**src/hw/rtl/bmp_pkg.sv**
```systemverilog
// ----------------------------------------------------------------------------
// bmp_pkg
// Shared types and constants for the binomial-mod-prime block: word formats,
// the prime, its folding constant and the Fermat exponent.
// ----------------------------------------------------------------------------
`default_nettype none

package bmp_pkg;

   localparam int VAL_W     = 20;   // residue width
   localparam int IDX_W     = 16;   // query field width
   localparam int EXT_W     = 17;   // index counter, can reach 65536
   localparam int PROD_W    = 2 * VAL_W;
   localparam int FOLD_W    = 16;

   localparam logic [VAL_W-1:0]  PRIME  = 20'd1000003;
   // 2^20 - PRIME, so hi*2^20 + lo folds to hi*FOLD_C + lo
   localparam logic [FOLD_W-1:0] FOLD_C = 16'd48573;
   localparam logic [VAL_W-1:0]  EXPO   = 20'd1000001;
   localparam int EXP_BITS  = VAL_W;
   localparam int EXP_CNT_W = $clog2(EXP_BITS);

   localparam int TABLE_DEPTH_DEF = 65536;

   typedef struct packed {
      logic [IDX_W-1:0] n;
      logic [IDX_W-1:0] k;
   } req_type;

   typedef struct packed {
      logic [VAL_W-1:0] value;
      logic             bad_query;
   } rsp_type;

   typedef struct packed {
      logic             start;
      logic [VAL_W-1:0] a;
      logic [VAL_W-1:0] b;
   } mm_req_type;

   typedef struct packed {
      logic             done;
      logic [VAL_W-1:0] value;
   } mm_rsp_type;

endpackage

`default_nettype wire

```
**src/hw/rtl/bmp_mulmod.sv**
```systemverilog
// ----------------------------------------------------------------------------
// bmp_mulmod
// Multi-cycle modular multiplier: one 20x20 product, then folds of the upper
// bits through 2^20 = FOLD_C (mod p) until the word fits 20 bits, then one
// conditional subtract.
// ----------------------------------------------------------------------------
`default_nettype none

module bmp_mulmod (
   input  wire logic               clock,
   input  wire logic               reset,
   input  wire bmp_pkg::mm_req_type mm_req,
   output bmp_pkg::mm_rsp_type      mm_rsp
);
   import bmp_pkg::*;

   logic                      busy_ff;
   logic [PROD_W-1:0]         x_ff;
   logic                      done_ff;
   logic [VAL_W-1:0]          value_ff;

   logic [PROD_W-1:0]         prod;
   logic [VAL_W-1:0]          hi;
   logic [VAL_W-1:0]          lo;
   logic [VAL_W+FOLD_W-1:0]   fold_prod;
   logic [PROD_W-1:0]         fold_in;
   logic [VAL_W-1:0]          final_val;

   assign prod      = {{VAL_W{1'b0}}, mm_req.a} * {{VAL_W{1'b0}}, mm_req.b};
   assign hi        = x_ff[PROD_W-1:VAL_W];
   assign lo        = x_ff[VAL_W-1:0];
   assign fold_prod = (VAL_W+FOLD_W)'(hi) * (VAL_W+FOLD_W)'(FOLD_C);
   assign fold_in   = PROD_W'(fold_prod) + PROD_W'(lo);
   // lo is below 2^20 < 2p here, one subtract is enough
   assign final_val = (lo >= PRIME) ? (lo - PRIME) : lo;

   always_ff @(posedge clock) begin
      done_ff <= 1'b0;
      if (reset) begin
         busy_ff <= 1'b0;
      end else if (mm_req.start) begin
         x_ff    <= prod;
         busy_ff <= 1'b1;
      end else if (busy_ff) begin
         if (hi != '0) begin
            x_ff <= fold_in;
         end else begin
            value_ff <= final_val;
            done_ff  <= 1'b1;
            busy_ff  <= 1'b0;
         end
      end
   end

   assign mm_rsp.done  = done_ff;
   assign mm_rsp.value = value_ff;

endmodule

`default_nettype wire

```
**config.mk**
```make
export PLATFORM = sky130hd
export DESIGN_NAME = bmp_mulmod
export DESIGN_NICKNAME = d
export VERILOG_FILES = /design/src/hw/rtl/bmp_pkg.sv /design/src/hw/rtl/bmp_mulmod.sv
export SDC_FILE = /design/constraint.sdc
export NUM_CORES = 2
export LEC_CHECK = 0
export BUFFER_PORTS_ARGS = -buffer_cell sky130_fd_sc_hd__buf_2
export CORE_UTILIZATION = 40
export CTS_CLUSTER_DIAMETER = 40
export DETAILED_ROUTE_END_ITERATION = 16
export GPL_TIMING_DRIVEN = 0
export PLACE_DENSITY = 0.61
export SKIP_CTS_REPAIR_TIMING = 1
export SYNTH_ARGS = -nofsm -noshare
export SYNTH_HDL_FRONTEND = slang
export SYNTH_SLANG_ARGS = --single-unit
```
**constraint.sdc**
```tcl
create_clock -name clock -period 17.64 [get_ports clock]
set_clock_uncertainty 0.05 [all_clocks]
set_input_delay 2.646 -clock clock [delete_from_list [all_inputs] [get_ports clock]]
set_output_delay 2.646 -clock clock [all_outputs]
set_load 0.1 [all_outputs]
```
==> qor.csv <==
stage,metric,value,unit
status,status,"finished, final reports clean",
critical_path,Crit path max-delay family,adder cells,
sta,endpoints failing hold,0,
global_routing,gr ovfl total,0,
floorplan,initial core utilization,40.79,%
global_routing,Total GRT Usage,22.36,%
finish,share of layout cells above drive strength 1,2.550,%
sta,final cycle utilization of the critical path,55.75,%
critical_path,"Arr. time, crit path",9.86,ns
synthesis,Synth warnings,0,
synthesis,Post-synth EDFFs,60,
floorplan,DIE HEIGHT,248.3,um
critical_path,CP Cell Sequence,clkbuf_1 > and2_1 > fa_1 > fa_1 > inv_1 > fa_1 > inv_1 > fa_1 > fa_1 > fa_1 > inv_1 > fa_1 > inv_1 > ha_1 > clkbuf_1 > nand4_1 > or3_1 > a31oi_1 > o21ai_0 > o21ai_1 > a21boi_0 > xor2_1 > mux2i_1,
floorplan,Ports,64,
clock_tree,CTS Buffer Depth,2,
critical_path,CP peak stage delay,0.65,ns
synthesis,syn_nets,3445,
finish,filler cell count,5884,
finish,NumNets Final,3481,
finish,post-route cell area,25720,sq um
clock_tree,CTS tree,yes,
synthesis,Yosys cell types,65,
critical_path,crit path max-delay cell type,clkbuf_1,
synthesis,Mapped Cells,2586,
clock_tree,latest clock arrival within the worst-skew pair,0.36,ns
critical_path,CP dominant cell by count,fa_1,
synthesis,register bit total from synthesis,62,
sta,RSZ-0062 raised after global routing,false,
clock_tree,CTS Buf Count,9,
global_routing,antenna violations before repair,1,
detailed_routing,DR iter-0 viols,955,
synthesis,Main synth FF type,edfxtp_1,
synthesis,asr flop ratio synth,0,%
critical_path,CP Data Required Time,17.67,ns
hold_path,hold depth,1,
finish,Layout area overhead,6.035,%
run,Max-Cap Viols,0,
finish,most frequent cells in the layout,"649 x inv_1, 511 x fa_1, 305 x ha_1",
critical_path,Crit. End Element,flop,
finish,ANT cells,0,
placement,Final GP Congestion,0.9479,
clock_tree,Root Buffer,clkbuf_16,
clock_tree,clk slew on worst S/H paths,0.07,ns
placement,post-DP HPWL,56530,um
critical_path,critical path depth in cells,23,
sta,Max Clk Rate,101.7,MHz
floorplan,count of standard-cell rows,89,
finish,"most common cell after layout, fill and taps aside",inv_1,
floorplan,Die W,248.3,um
global_routing,pin count of the biggest net entering global routing,22,
clock_tree,H-tree depth,3,
critical_path,worst-path maximum fanout,10,
global_routing,vias in the first global route,19350,
sta,Setup TNS Final,0,ns
placement,port bufs,22,
placement,dpl cells,3384,
floorplan,die area,61640,sq um
detailed_routing,Routed WL,65370,um
hold_path,Worst Hold Class,flop to flop,
critical_path,WS Path Type,input port to flop,
synthesis,register area share after synthesis,7.592,%
critical_path,Worst R2R Path Depth,22,
sta,Slew headroom,35.66,%
sta,min Tclk post-route,9.834,ns
clock_tree,Clock Sinks,62,
detailed_routing,DR WL/cell,19.23,um
synthesis,Netlist Area Pre-Place,24260,sq um
synthesis,synthesized area per cell,9.381,sq um
sta,Slew @ Worst Pin,0.9651,ns
critical_path,CP bufs+invs,6,
detailed_routing,first-pass iteration count of the detailed router,7,
sta,Setup Viol. Count Final,0,
sta,max-slew violations,0,
floorplan,core area,59460,sq um
detailed_routing,ANT nets after route,0,
finish,final non-filler cell total,3400,
critical_path,Startpoint Class,input port,
detailed_routing,DR vias,17460,
detailed_routing,DR vias/cell,5.134,
global_routing,global-route wire length before repair,105300,um
detailed_routing,# DRC,0,
placement,Placed Instance Area,25390,sq um
layer usage:
metal  up-vias  global-route usage [%]  wire length, um
li1       7924                       -                -
met1      8839                   28.28            27020
met2       562                   38.23            31610
met3       132                   2.780             3592
met4         0                   9.918             3150
met5         -                       0                0
state kept, by name, summed over array words and instances (netlist names):
register  count
busy_ff       1
x_ff         40
done_ff       1
value_ff     20
synth_stat cells (3+ instances only):
master	number	area, sq um
a211oi_1	5	37.54
a21o_1	39	292.8
a21oi_1	91	455.4
a31oi_1	9	56.30
and2_1	225	1408
and3_1	13	81.33
buf_1	4	15.01
clkbuf_1	97	364.1
edfxtp_1	60	1802
fa_1	511	10230
ha_1	305	3816
inv_1	649	2436
mux2_2	4	45.04
mux2i_1	4	40.04
nand2_1	239	897.1
nand2b_1	15	93.84
nand3_1	16	80.08
nand3b_1	3	22.52
nand4_1	14	87.58
nor2_1	52	195.2
nor2b_1	8	50.05
nor3_1	10	50.05
nor4_1	5	31.28
o2111ai_1	3	26.28
o211ai_1	9	67.56
o21a_1	5	37.54
o21ai_0	41	205.2
o21ai_1	11	55.05
o21bai_1	9	67.56
o22ai_1	3	18.77
o31ai_1	3	22.52
or3_1	5	31.28
xnor2_1	33	289.0
xor2_1	42	367.9
cell families (layout without fill, tap and decap cells):
family,Yosys count,count (layout),synth area share [%]
flip-flops,62,62,7.592
AO/OA/AOI/OAI,261,261,7.025
multiplexers,10,10,0.4745
adder cells (fa/ha/maj),816,816,57.90
buffers and inverters,753,794,11.68
AND/OR/NAND/NOR,609,609,12.62
XOR/XNOR,75,75,2.708
metrics by stage:
| stage | setup WS, ns | utilization, % | hold slack, ns |
|---|---|---|---|
| 2_1_floorplan | 8.616 | - | 0.4169 |
| 3_3_place_gp | 7.481 | 42.61 | 0.4241 |
| 3_5_place_dp | 7.476 | 42.70 | 0.4754 |
| 4_1_cts | 7.845 | 43.26 | 0.4839 |
| 5_1_grt | 7.425 | 43.26 | 0.4986 |
| 6_report | 7.806 | 43.26 | 0.4856 |
worst paths after layout:
path / startpoint / end / slack, ns
worst max-delay path: mm_req[31] / x_ff[30] / 7.81
worst min-delay path: busy_ff / done_ff / 0.49
worst max register to register: x_ff[26] / x_ff[34] / 10.63
worst min register to register: busy_ff / done_ff / 0.49
cell type report:
cell class                      count  area (sq um)  area share [%]
Tap cell                          773         967.2           3.760
Inverter                          649          2436           9.471
Clock buffer                        9         225.2          0.8756
Multi-Input combinational cell   1771         19600           76.19
Clock inverter                      7         105.1          0.4086
Buffer                            104         396.6           1.542
Timing Repair Buffer               25         152.6          0.5934
Sequential cell                    62          1842           7.160
Power is left out: the tool's default activity adds up to more than one toggle a clock period on the data nets, which glitch-free logic cannot reach.
